$ cat src/rtl/mhpq_pkg.sv
// ============================================================================
// mhpq_pkg: shared types and constants of the max-heap priority queue
// Holds the queue capacity, the command and status codes, and the records
// that pass between the cells of the sorted chain and the output buffer.
// ============================================================================
package mhpq_pkg;

  // Number of values the queue can hold; one cell per value.
  localparam int CAPACITY = 64;
  localparam int DATA_W   = 32;

  typedef enum logic {
    CMD_LOAD    = 1'b0,
    CMD_EXTRACT = 1'b1
  } cmd_e;

  typedef enum logic [1:0] {
    STATUS_OK    = 2'd0,
    STATUS_EMPTY = 2'd1,
    STATUS_FULL  = 2'd2
  } status_e;

  // Contents of one cell as seen by its neighbors.
  typedef struct packed {
    logic                     valid;
    logic signed [DATA_W-1:0] data;
  } cell_t;

  // Operation broadcast to every cell of the chain.
  typedef struct packed {
    logic                     load;
    logic                     extract;
    logic signed [DATA_W-1:0] value;
  } cell_ctl_t;

  // One result item waiting in the output buffer.
  typedef struct packed {
    logic signed [DATA_W-1:0] value;
    status_e                  status;
  } result_t;

endpackage

$ cat src/rtl/mhpq_cell.sv
// ============================================================================
// mhpq_cell: one slot of the sorted chain
// Holds one value. On a load it keeps its value, takes the new value, or
// takes its left neighbor's value; on an extract it takes its right
// neighbor's value, so the chain stays sorted largest first.
// ============================================================================
module mhpq_cell (
  input  logic               clk,
  input  logic               rst_n,
  input  mhpq_pkg::cell_ctl_t ctl,
  input  mhpq_pkg::cell_t    left,
  input  logic               left_gt,
  input  mhpq_pkg::cell_t    right,
  output mhpq_pkg::cell_t    q,
  output logic               gt
);

  logic                             valid_r, valid_nxt;
  logic signed [mhpq_pkg::DATA_W-1:0] data_r, data_nxt;

  // The new value belongs at or before this slot.
  assign gt = !valid_r || (ctl.value > data_r);

  always_comb begin
    valid_nxt = valid_r;
    data_nxt  = data_r;
    if (ctl.extract) begin
      valid_nxt = right.valid;
      data_nxt  = right.data;
    end else if (ctl.load && gt) begin
      if (!left_gt) begin
        valid_nxt = 1'b1;
        data_nxt  = ctl.value;
      end else begin
        valid_nxt = left.valid;
        data_nxt  = left.data;
      end
    end
  end

  always_ff @(posedge clk) begin
    if (!rst_n) begin
      valid_r <= 1'b0;
    end else begin
      valid_r <= valid_nxt;
    end
  end

  always_ff @(posedge clk) begin
    data_r <= data_nxt;
  end

  assign q.valid = valid_r;
  assign q.data  = data_r;

endmodule

$ cat config.mk
export PLATFORM = sky130hd
export DESIGN_NAME = mhpq_cell
export DESIGN_NICKNAME = d
export VERILOG_FILES = /design/src/rtl/mhpq_pkg.sv /design/src/rtl/mhpq_cell.sv
export SDC_FILE = /design/constraint.sdc
export NUM_CORES = 1
export LEC_CHECK = 0
export BUFFER_PORTS_ARGS = -buffer_cell sky130_fd_sc_hd__buf_2
export CAP_MARGIN = 20
export CORE_MARGIN = 2
export CORE_UTILIZATION = 41
export DETAILED_ROUTE_END_ITERATION = 8
export PLACE_DENSITY = 0.8
export SYNTH_ARGS = -nofsm -noshare
export SYNTH_HDL_FRONTEND = slang
export SYNTH_SLANG_ARGS = --single-unit
$ cat constraint.sdc
create_clock -name clk -period 4.4 [get_ports clk]
set_input_delay 0.88 -clock clk [delete_from_list [all_inputs] [get_ports clk]]
set_output_delay 0.88 -clock clk [all_outputs]
set_load 0.02 [all_outputs]
==> run_results.csv <==
group,metric,value,unit
timing,finalCritPeriodShare,0.852,
die,core_area,5920,sq um
logic_synthesis,synth_top_area_share,0.382,
critical_path,crit_required,3520,ps
power,p_clk_frac,0.224,
timing,finalCriticalPeriod,3750,ps
timing,tns,0,ps
critical_path,start_kind,"primary input",
cts,clk_path_buf_depth,2,
detailed_routing,vias_per_cell,4.99,
global_routing,antenna_found_initial,0,
critical_path,path_class,"primary input to primary output",
die,start_util,0.425,
cts,postCtsSetupBuffers,0,
final_layout,multi_input_area,1360,sq um
power,p_leak,1.77,nW
cts,cts_buffers,5,
timing,fin_skew,6.18,ps
cts,tritoncts,"yes",
global_routing,grt_pass1_wl,9590,um
critical_path,reg2reg_slack,1730,ps
power,intPower,0.000651,W
cts,clkSlewWorstSetupHoldPaths,70,ps
logic_synthesis,yosysWarnings,0,
die,dieArea,6780,sq um
place,dp.cells,467,
place,gp_congestion,0.730,
timing,worstMarginPinSlew,1000,ps
logic_synthesis,synth.most_common_cell,"nand2_1",
timing,rsz0062_at_grt,"false",
critical_path,worst_setup_path_end_kind,"primary output",
place,io_buffers,136,
detailed_routing,via_count,2371,
timing,setup_viol,0,
logic_synthesis,yosysSeqAreaShare,0.390,
final_layout,area_delta_synth_final,33.1,%
power,ir_drop,147,uV
die,ios,137,
die,fp-row-count,28,
die,fp.dieW,82.4,um
min_path,hp-class,"register to register",
timing,finalMaxSlewViolations,0,
detailed_routing,wl,6330,um
detailed_routing,drt_iter0_markers,62,
die,die_h,82.4,um
detailed_routing,final_antenna_net_count,0,
logic_synthesis,syn-cell-area,2520,sq um
logic_synthesis,async_reset_ff_frac,0,
cts,cts_root_buffer,"clkbuf_8",
timing,fmax,267,MHz
logic_synthesis,yosysTopAreaCell,"edfxtp_1",
global_routing,grt_use_total,0.187,
cts,ctsResizeCount,0,
detailed_routing,route.detailed.drc,0,
place,dp_hpwl,5110,um
final_layout,antenna_cells,0,
power,p_sw,0.000322,W
logic_synthesis,ys.flop_type,"edfxtp_1",
logic_synthesis,synth_cells,267,
power,switching_share,0.331,
final_layout,num-nets-final,534,
logic_synthesis,ys_top_cells_by_count,"nand2_1 (40), inv_1 (37), o21ai_0 (37)",
power,pwr-share-seq,0.427,
logic_synthesis,synth_edf_count,32,
cts,cts_hold_buf,0,
detailed_routing,routedWlPerCell,13.3,um
final_layout,drive_gt1_frac,0.365,
logic_synthesis,synth_seq_cells,33,
critical_path,cp_max_fo,3,
timing,relSlewSlack,0.331,
cts,cts.sinks,33,
final_layout,stdcell_count,475,
flow_run,maxCapViolCount,0,
detailed_routing,drt-pass1-iter-count,4,
outcome,status,"finished, final reports clean",
cts,insertion_delay,280,ps
final_layout,fillers,559,
global_routing,grt_start_max_net_pins,69,
final_layout,regArea,981,sq um
cts,htreeDepth,2,
global_routing,grt_overflow_total,0,
timing,hold_viol_final,0,
critical_path,arrival,2870,ps
logic_synthesis,netlist_top_cells_area,"edfxtp_1 (38%), ha_1 (16%), mux2i_1 (13%)",
power,p_per_area,290,nW/um^2
power,combPwrFrac,0.350,
logic_synthesis,synth_cell_types,30,
logic_synthesis,synth_fp_nets,402,
global_routing,grt_pass1_vias,2187,
logic_synthesis,syn_area_per_cell,9.43,sq um
-- per-layer routing --
layer | share of wire | track usage | vias to the layer above
met4 | 0.011 | 0.0533 | 0
met5 | 0 | 0 | -
li1 | - | - | 1219
met2 | 0.51 | 0.340 | 86
met1 | 0.41 | 0.214 | 1056
met3 | 0.066 | 0.0478 | 10
-- through the flow --
step                      worst slack, ps  power (W)  utilization  hold slack [ps]  cell area, sq um
after detailed placement              682   0.000766        0.552              626              3270
final                                 649   0.000973        0.566              633              3350
after global routing                  564    0.00104        0.566              715              3350
after CTS                             672   0.000987        0.566              640              3350
after floorplan                       581   0.000630            -              586              2520
after global placement                736   0.000754        0.552              601              3270
-- cells by family after synthesis --
group	share of synthesized area
compound gates	0.148
buf+inv	0.0760
flops	0.390
simple gates	0.0999
fa+ha+maj	0.159
mux	0.127
-- cell type report --
| type | count | area share |
|---|---|---|
| clock buffer | 8 | 0.0239 |
| tap | 75 | 0.0280 |
| timing repair buffer | 137 | 0.209 |
| multi-input combinational | 185 | 0.405 |
| inverter | 37 | 0.0414 |
| sequential | 33 | 0.293 |
-- sequential cells by signal, summed over array words and instances, names as in the netlist --
name,cells
data_r,32
valid_r,1
-- layout by cell type, fill, tap and decap left out, types with 2 or more instances in the layout --
cell type  Yosys  final
and4_1         3      3
a21o_1         2      2
a21oi_1       13     13
nand3_1        4      4
nand4_1        5      5
ha_1          32     32
buf_2          3    136
nor2_1         2      2
nand2_1       40     40
o21ai_0       37     36
clkbuf_1       8      3
nor3_1         2      2
clkbuf_8       0      5
edfxtp_1      32     32
inv_1         37     37
mux2i_1       32     32
-- power groups by stage --
stage               Sequential, W  Clock, W  Combinational (W)
floorplan                0.000472         0           0.000157
global placement         0.000420         0           0.000333
detailed placement       0.000422         0           0.000344
CTS                      0.000416  0.000226           0.000345
global route             0.000421  0.000234           0.000382
finish                   0.000415  0.000217           0.000340
-- path summary, 6_finish.rpt --
path              from          to  cells past startpoint
min            valid_r     valid_r                      3
max reg2reg  data_r[7]  data_r[11]                      9
min reg2reg    valid_r     valid_r                      3
max             ctl[7]          gt                      9
-- worst max-delay path: stages --
cell and delay [ps]:
buf_2 110, ha_1 320, a21oi_1 180, o21ai_1 120, a221o_1 330, o31a_1 310, a211oi_2 290, o21ai_0 140
buf_2 180
Power figures use the tool's default switching activity.
