### config.mk
export PLATFORM = sky130hd
export DESIGN_NAME = mhpq_outbuf
export DESIGN_NICKNAME = d
export VERILOG_FILES = /design/src/rtl/mhpq_pkg.sv /design/src/rtl/mhpq_outbuf.sv
export SDC_FILE = /design/constraint.sdc
export NUM_CORES = 1
export LEC_CHECK = 0
export ABC_AREA = 0
export ABC_CLOCK_PERIOD_IN_PS = 4400
export BUFFER_PORTS_ARGS = -buffer_cell sky130_fd_sc_hd__buf_4
export CORE_MARGIN = 2
export CORE_UTILIZATION = 51
export CTS_CLUSTER_DIAMETER = 80
export DETAILED_ROUTE_END_ITERATION = 6
export PLACE_DENSITY_LB_ADDON = 0.08
export SYNTH_ARGS = -nofsm -noshare
export SYNTH_HDL_FRONTEND = slang
export SYNTH_SLANG_ARGS = --single-unit
### constraint.sdc
create_clock -name clk -period 4.4 [get_ports clk]
set_input_delay 0.88 -clock clk [delete_from_list [all_inputs] [get_ports clk]]
set_output_delay 0.88 -clock clk [all_outputs]
set_load 0.02 [all_outputs]
### src/rtl/mhpq_pkg.sv
// ============================================================================
// mhpq_pkg: shared types and constants of the max-heap priority queue
// Holds the queue capacity, the command and status codes, and the records
// that pass between the cells of the sorted chain and the output buffer.
// ============================================================================
package mhpq_pkg;

  // Number of values the queue can hold; one cell per value.
  localparam int CAPACITY = 64;
  localparam int DATA_W   = 32;

  typedef enum logic {
    CMD_LOAD    = 1'b0,
    CMD_EXTRACT = 1'b1
  } cmd_e;

  typedef enum logic [1:0] {
    STATUS_OK    = 2'd0,
    STATUS_EMPTY = 2'd1,
    STATUS_FULL  = 2'd2
  } status_e;

  // Contents of one cell as seen by its neighbors.
  typedef struct packed {
    logic                     valid;
    logic signed [DATA_W-1:0] data;
  } cell_t;

  // Operation broadcast to every cell of the chain.
  typedef struct packed {
    logic                     load;
    logic                     extract;
    logic signed [DATA_W-1:0] value;
  } cell_ctl_t;

  // One result item waiting in the output buffer.
  typedef struct packed {
    logic signed [DATA_W-1:0] value;
    status_e                  status;
  } result_t;

endpackage

### src/rtl/mhpq_outbuf.sv
// ============================================================================
// mhpq_outbuf: two-entry result buffer
// Decouples the result channel from the input side so an item can be taken
// while an earlier result still waits for the consumer.
// ============================================================================
module mhpq_outbuf (
  input  logic                clk,
  input  logic                rst_n,
  input  logic                push,
  input  mhpq_pkg::result_t   push_data,
  output logic                space,
  output logic                pop_valid,
  input  logic                pop_ready,
  output mhpq_pkg::result_t   pop_data
);

  logic [1:0]        cnt_r, cnt_nxt;
  mhpq_pkg::result_t slot0_r, slot0_nxt;
  mhpq_pkg::result_t slot1_r, slot1_nxt;
  logic              pop;

  assign pop       = pop_valid && pop_ready;
  assign pop_valid = (cnt_r != 2'd0);
  assign space     = (cnt_r != 2'd2);
  assign pop_data  = slot0_r;

  always_comb begin
    cnt_nxt   = cnt_r;
    slot0_nxt = slot0_r;
    slot1_nxt = slot1_r;
    if (pop && push) begin
      if (cnt_r == 2'd1) begin
        slot0_nxt = push_data;
      end else begin
        slot0_nxt = slot1_r;
        slot1_nxt = push_data;
      end
    end else if (pop) begin
      slot0_nxt = slot1_r;
      cnt_nxt   = cnt_r - 2'd1;
    end else if (push) begin
      if (cnt_r == 2'd0) begin
        slot0_nxt = push_data;
      end else begin
        slot1_nxt = push_data;
      end
      cnt_nxt = cnt_r + 2'd1;
    end
  end

  always_ff @(posedge clk) begin
    if (!rst_n) begin
      cnt_r <= 2'd0;
    end else begin
      cnt_r <= cnt_nxt;
    end
  end

  always_ff @(posedge clk) begin
    slot0_r <= slot0_nxt;
    slot1_r <= slot1_nxt;
  end

endmodule

==> impl_metrics.ini, run 1 <==
[floorplan]
fp-row-count = 26
floorplan.die.height_um = 76.5
ios = 74
design.die.area_mm2 = 0.00585
initial_utilization_pct = 52.8
floorplan.die.width_um = 76.5
core-area_mm2 = 0.00507

[sta]
clock_skew_ps = 6.06
slew_viol_final = 0
fmaxAchievable_mhz = 344
layout_min_cycle_time_ps = 2910
setup-violations-final = 0
setup-tns-final_ps = 0
timing_worst_slew_pin_value_ps = 929
layout_worst_path_cycle_share_pct = 66.2
timing.final.ws_setup_ps = 1490
grt_setup_unrepaired = false
worst_slew_margin_pct = 37.9
hold_violations = 0

[global_route]
antenna_found_initial = 0
grt_pass1_vias = 1574
grt_remaining_overflow = 0
global_route_wire_length_before_repair_um = 7320
track_usage_pct = 17.0
grt_max_degree = 35

[place]
port-buffer-count = 73
gpl.final_weighted_congestion = 0.734
dp_worst_slack_ps = 1170
place_inst = 272

[yosys]
synth.yosys.seq_area_share_pct = 77.7
dominant_combinational_cell_family_by_area_after_synthesis = multiplexers
synth.yosys.warnings = 0
synth.ff_latch_count = 70
mappedNetlistArea_mm2 = 0.00268
synthDominantAreaCellType = sky130_fd_sc_hd__edfxtp_1
netlist-cell-type-count = 16
share_of_the_synthesized_netlist_area_taken_by_xor_and_xnor_gates_pct = 0.654
synth_compound_area_share_pct = 1.49
synth-adder-area-share_pct = 2.34
synth_nets = 174
synth_top_cells_by_area = sky130_fd_sc_hd__edfxtp_1 76%, sky130_fd_sc_hd__mux2_2 11%, sky130_fd_sc_hd__mux2_1 2.9%, sky130_fd_sc_hd__ha_1 2.3%, sky130_fd_sc_hd__buf_6 1.7%
synthDominantCellAreaShare_pct = 76.2
syn_avg_cell_area_um2 = 20.4
syn-instance-count = 131
synth-simple-area-share_pct = 0.841
synthMuxAreaShare_pct = 14.3

[hold_path]
worstHoldPathType = flip-flop to flip-flop

[setup_path]
slowest_delay_ps = 730
crit_path_top_delay_cell = sky130_fd_sc_hd__nor2_4
path_delay_family = simple AND/OR/NAND/NOR gates
critical_path_buf_inv_count = 1
worstSetupStartpointType = flip-flop
timing.critical_path.required_ps = 4360
worstPathCellList = inv_1 > ha_1 > nor2b_1 > ha_1 > nor2b_1 > a31oi_1 > nor2_4
timing.critical_path.arrival_ps = 2870
nature_of_the_critical_path_endpoint = flip-flop
reg2reg_slack_ps = 1490
setup.worst_path.class = flip-flop to flip-flop
critical_path_peak_fanout = 34

[clock_network]
tritoncts = done
clockRootBuffer = sky130_fd_sc_hd__clkbuf_8
clk_transition_reported_paths_ps = 70
holdBufCountCts = 0
post_cts.repair.setup_buffers = 0
worst_skew_pair.late_latency_ps = 330
clock_sink_count = 70
cts-buffers-inserted = 9
clock_path_buffers = 2
postCtsResizedCells = 0
htreeDepth = 3

[power]
peak_vdd_ir_mv = 0.602
total_leakage_power_nw = 1.38
power.total_mw = 2.68
power.density_cell_area_mw_per_mm2 = 759

[run]
drv.max_cap_violation_count = 0

[routing]
avgViaCountPerCell = 4.90
wl_per_cell_um = 15.8
initial_detailed_routing_violation_count = 58
number_of_iterations_in_the_first_detailed_routing_pass = 4
routed_wl_um = 4550
num_vias = 1412
final_antenna_net_count = 0
detail_route.drc_violations = 0

[cells_and_area]
finalNonFillerCells = 288
layout-drive-gt1-share_pct = 54.6
final.fill_count = 355
areaGrowthSynthToFinish_pct = 31.7
num-nets-final = 256
num_antenna_cells = 0

[status]
result_of_the_run = completed
-- path summary, 6_finish.rpt --
path               startpoint           end  depth (start not counted)
setup reg to reg     cnt_r[0]    slot1_r[7]                          7
hold reg to reg   slot1_r[32]  pop_data[32]                          1
setup / recovery     cnt_r[0]    slot1_r[7]                          7
hold / removal    slot1_r[32]  pop_data[32]                          1
-- final cells by class --
cell class	count	area, um2	area share [%]
Inverter	7	26.3	0.745
Clock buffer	9	124	3.51
Tap cell	70	87.6	2.48
Multi-Input combinational cell	50	533	15.1
Sequential cell	70	2080	59.0
Timing Repair Buffer	75	563	16.0
Clock inverter	7	113	3.19
-- metrics by stage --
step,area [um2],hold slack (ps),utilization (%)
floorplan,2680,501,-
global placement,3290,512,64.9
global route,3530,570,69.5
detailed placement,3290,526,64.9
finish,3530,538,69.5
CTS,3530,534,69.5
-- cell usage in the layout, fill, tap and decap left out --
cell type	n
sky130_fd_sc_hd__buf_4	75
sky130_fd_sc_hd__edfxtp_1	68
sky130_fd_sc_hd__mux2_2	27
sky130_fd_sc_hd__clkbuf_8	9
sky130_fd_sc_hd__inv_1	7
sky130_fd_sc_hd__mux2_1	7
sky130_fd_sc_hd__ha_1	5
sky130_fd_sc_hd__bufinv_16	3
sky130_fd_sc_hd__nor2b_1	2
sky130_fd_sc_hd__xnor2_1	2
sky130_fd_sc_hd__clkinv_2	2
sky130_fd_sc_hd__dfxtp_1	2
sky130_fd_sc_hd__a21oi_4	1
sky130_fd_sc_hd__a21o_1	1
sky130_fd_sc_hd__a31oi_1	1
sky130_fd_sc_hd__nor2_4	1
sky130_fd_sc_hd__o21ai_0	1
sky130_fd_sc_hd__a21oi_1	1
sky130_fd_sc_hd__and2_1	1
sky130_fd_sc_hd__clkinv_4	1
sky130_fd_sc_hd__clkinv_1	1
-- power by group --
group	switching, mW	internal [mW]	total (mW)	leakage, nW
combinational	0.522	0.384	0.907	0.593
sequential	0.0772	1.10	1.17	0.664
clock	0.224	0.373	0.597	0.121
-- Yosys cell counts --
cell type                  count
sky130_fd_sc_hd__edfxtp_1     68
sky130_fd_sc_hd__mux2_2       27
sky130_fd_sc_hd__inv_1         7
sky130_fd_sc_hd__mux2_1        7
sky130_fd_sc_hd__ha_1          5
sky130_fd_sc_hd__buf_6         4
sky130_fd_sc_hd__dfxtp_1       2
sky130_fd_sc_hd__nor2b_1       2
sky130_fd_sc_hd__xnor2_1       2
sky130_fd_sc_hd__a21o_1        1
sky130_fd_sc_hd__a21oi_1       1
sky130_fd_sc_hd__a21oi_4       1
sky130_fd_sc_hd__a31oi_1       1
sky130_fd_sc_hd__and2_1        1
sky130_fd_sc_hd__nor2_1        1
sky130_fd_sc_hd__o21ai_0       1
-- sequential cells by signal, indices dropped and copies added (netlist names) --
name / flops
cnt_r: 2
pop_data: 34
slot1_r: 34
-- routing by layer --
metal	track usage (%)	part of all wire [%]	vias up
li1	-	-	664
met1	17.8	38	680
met2	27.9	52	59
met3	6.99	7.6	9
met4	11.6	2.5	0
met5	0	0	-
-- worst reg2reg max path, delay by kind of cell, from the launching register on --
kind                     cells  cell delay (ps)
AO/OA/AOI/OAI                1              120
adder cells (fa/ha/maj)      2              510
buffers and inverters        1               80
flip-flops                   1              370
AND/OR/NAND/NOR              3             1450
-- cells by family after synthesis --
family | Yosys count
flip-flops | 70
XOR/XNOR | 2
multiplexers | 34
buffers and inverters | 11
AO/OA/AOI/OAI | 5
AND/OR/NAND/NOR | 4
adder cells (fa/ha/maj) | 5
No activity file was read; power rests on OpenSTA's default activity.
==> inputs of run 2 (changes only) <==
- ABC_AREA: 0 -> 1
- ABC_CLOCK_PERIOD_IN_PS: 4400 -> 2600
- CORE_UTILIZATION: 51 -> 50
- clock period: 4.4 -> 2.6 ns (I/O delays scaled with it)
==> run 2 against run 1 <==
- design area up 28%
- critical endpoint is now slot1_r[22]
- via count up 97%
- sequential cell count unchanged
- clock power up 91%
- core utilization down 6.3 points
==> impl_metrics.ini, run 2 <==
[status]
result_of_the_run = completed

[hold_path]
worstHoldPathType = input port to flip-flop

[clock_network]
clock_path_buffers = 2
holdBufCountCts = 0
post_cts.repair.setup_buffers = 0
worst_skew_pair.late_latency_ps = 350
postCtsResizedCells = 0
clockRootBuffer = sky130_fd_sc_hd__clkbuf_8
clk_transition_reported_paths_ps = 80
cts-buffers-inserted = 9
clock_sink_count = 70
tritoncts = done
htreeDepth = 3

[yosys]
synthDominantCellAreaShare_pct = 56.2
synth-adder-area-share_pct = 1.72
synth.ff_latch_count = 70
yosysMostFrequentCell = sky130_fd_sc_hd__nand2_1
synth_top_cells_by_area = sky130_fd_sc_hd__edfxtp_1 56%, sky130_fd_sc_hd__nand2_1 14%, sky130_fd_sc_hd__inv_1 7.7%, sky130_fd_sc_hd__o211ai_1 5.0%, sky130_fd_sc_hd__nand3_1 4.8%
synth_compound_area_share_pct = 9.22
synth_nets = 433
synthMuxAreaShare_pct = 0
synth-async-reset-ratio_pct = 0
synthFlopType = sky130_fd_sc_hd__edfxtp_1
synth.yosys.seq_area_share_pct = 57.3
share_of_the_synthesized_netlist_area_taken_by_xor_and_xnor_gates_pct = 0
synth-simple-area-share_pct = 19.6
synth_top_cells_by_count = 139 x sky130_fd_sc_hd__nand2_1, 75 x sky130_fd_sc_hd__inv_1, 68 x sky130_fd_sc_hd__edfxtp_1
synth-edff-count = 68
syn-instance-count = 390
syn_avg_cell_area_um2 = 9.32
mappedNetlistArea_mm2 = 0.00364
synthDominantAreaCellType = sky130_fd_sc_hd__edfxtp_1
netlist-cell-type-count = 18
dominant_combinational_cell_family_by_area_after_synthesis = simple AND/OR/NAND/NOR gates
synth.yosys.warnings = 0

[cells_and_area]
layout_common_cells = 139 x sky130_fd_sc_hd__nand2_1, 79 x sky130_fd_sc_hd__buf_4, 75 x sky130_fd_sc_hd__inv_1, 68 x sky130_fd_sc_hd__edfxtp_1, 35 x sky130_fd_sc_hd__nand3_1
finalNonFillerCells = 563
final.fill_count = 620
fin_area_mm2 = 0.00451
final_core_util_pct = 63.2
num-nets-final = 502
num_antenna_cells = 0
final_common_cell = sky130_fd_sc_hd__nand2_1
areaGrowthSynthToFinish_pct = 24.1
layout-drive-gt1-share_pct = 24.6

[floorplan]
design.die.area_mm2 = 0.00797
core-area_mm2 = 0.00714
initial_utilization_pct = 50.9
fp-row-count = 31
ios = 74
floorplan.die.width_um = 89.3
floorplan.die.height_um = 89.3

[routing]
wl_per_cell_um = 13.3
final_antenna_net_count = 0
routed_wl_um = 7480
number_of_iterations_in_the_first_detailed_routing_pass = 4
avgViaCountPerCell = 4.93
detail_route.drc_violations = 0
initial_detailed_routing_violation_count = 175
num_vias = 2775

[place]
dp.final_hpwl_um = 4800
gpl.final_weighted_congestion = 0.798
port-buffer-count = 73
place_inst = 547
placed_area_mm2 = 0.00425
dp_worst_slack_ps = 346

[sta]
worst_slew_margin_pct = 27.0
timing.final.ws_setup_ps = 344
hold_violations = 0
grt_setup_unrepaired = false
fmaxAchievable_mhz = 443
layout_min_cycle_time_ps = 2260
slew_viol_final = 0
worst_hold_slack_ps = 355
clock_skew_ps = 5.54
timing_worst_slew_pin_value_ps = 1090
layout_worst_path_cycle_share_pct = 86.8
setup-violations-final = 0
setup-tns-final_ps = 0

[setup_path]
nature_of_the_critical_path_endpoint = flip-flop
setup.worst_path.class = flip-flop to flip-flop
timing.critical_path.required_ps = 2610
timing.critical_path.arrival_ps = 2270
critical_path_peak_fanout = 26
worstSetupStartpointType = flip-flop

[power]
power.density_cell_area_mw_per_mm2 = 891
power.total_mw = 4.02
peak_vdd_ir_mv = 0.507
total_leakage_power_nw = 2.11

[global_route]
grt_pass1_vias = 2635
grt_busiest_layer = met2
antenna_found_initial = 0
grt_max_degree = 41
global_route_wire_length_before_repair_um = 12200
track_usage_pct = 20.4
global_route.usage.met2_pct = 33.2
routing_usage_on_met1_pct = 25.3
grt_remaining_overflow = 0
met3_usage_pct = 3.88

[run]
drv.max_cap_violation_count = 0
[run 2: changes by cell type in the layout (fill, tap and decap cells not counted), moves of 10 or more]
cell	change
sky130_fd_sc_hd__nand2_1	+139
sky130_fd_sc_hd__inv_1	+68
sky130_fd_sc_hd__nand3_1	+35
sky130_fd_sc_hd__mux2_2	-27
sky130_fd_sc_hd__o211ai_1	+24
sky130_fd_sc_hd__o211ai_2	+10
[run 2: final cells by class]
| cell class | instances | area [um2] | area share [%] |
|---|---|---|---|
| inverter | 78 | 298 | 6.60 |
| tap | 99 | 124 | 2.74 |
| multi-input combinational | 221 | 1150 | 25.6 |
| timing repair buffer | 79 | 593 | 13.1 |
| clock inverter | 7 | 136 | 3.02 |
| sequential | 70 | 2080 | 46.2 |
| clock buffer | 9 | 124 | 2.74 |
[run 2: per-layer routing]
layer	up-vias	wire (um)
met5	-	0
met3	13	412
li1	1399	-
met4	0	184
met2	78	3650
met1	1285	3230
[run 2: cell families after synthesis]
family | count (synthesis)
simple gates | 176
buf+inv | 99
flops | 70
compound gates | 40
fa+ha+maj | 5
[run 2: worst max-delay path: stages (launching register included)]
cell and delay [ps]:
sky130_fd_sc_hd__dfxtp_2 360, sky130_fd_sc_hd__inv_1 70, sky130_fd_sc_hd__ha_2 190, sky130_fd_sc_hd__inv_4 100
sky130_fd_sc_hd__nand2_4 60, sky130_fd_sc_hd__inv_4 180, sky130_fd_sc_hd__ha_4 330, sky130_fd_sc_hd__a21oi_2 80
sky130_fd_sc_hd__nor3_4 180, sky130_fd_sc_hd__buf_4 370
[run 2: path summary, 6_finish.rpt]
check,slack [ps],cells past startpoint,end,from
worst max-delay path,340,9,slot1_r[22],cnt_r[0]
worst min-delay path,350,1,slot1_r[30],push_data[30]
worst max register to register,340,9,slot1_r[22],cnt_r[0]
worst min register to register,460,1,cnt_r[0],cnt_r[0]
[run 2: report_power, final]
| part | switching (mW) | internal [mW] | total (mW) |
|---|---|---|---|
| clock network | 0.413 | 0.729 | 1.14 |
| registers | 0.0911 | 1.58 | 1.68 |
| logic | 0.780 | 0.422 | 1.20 |
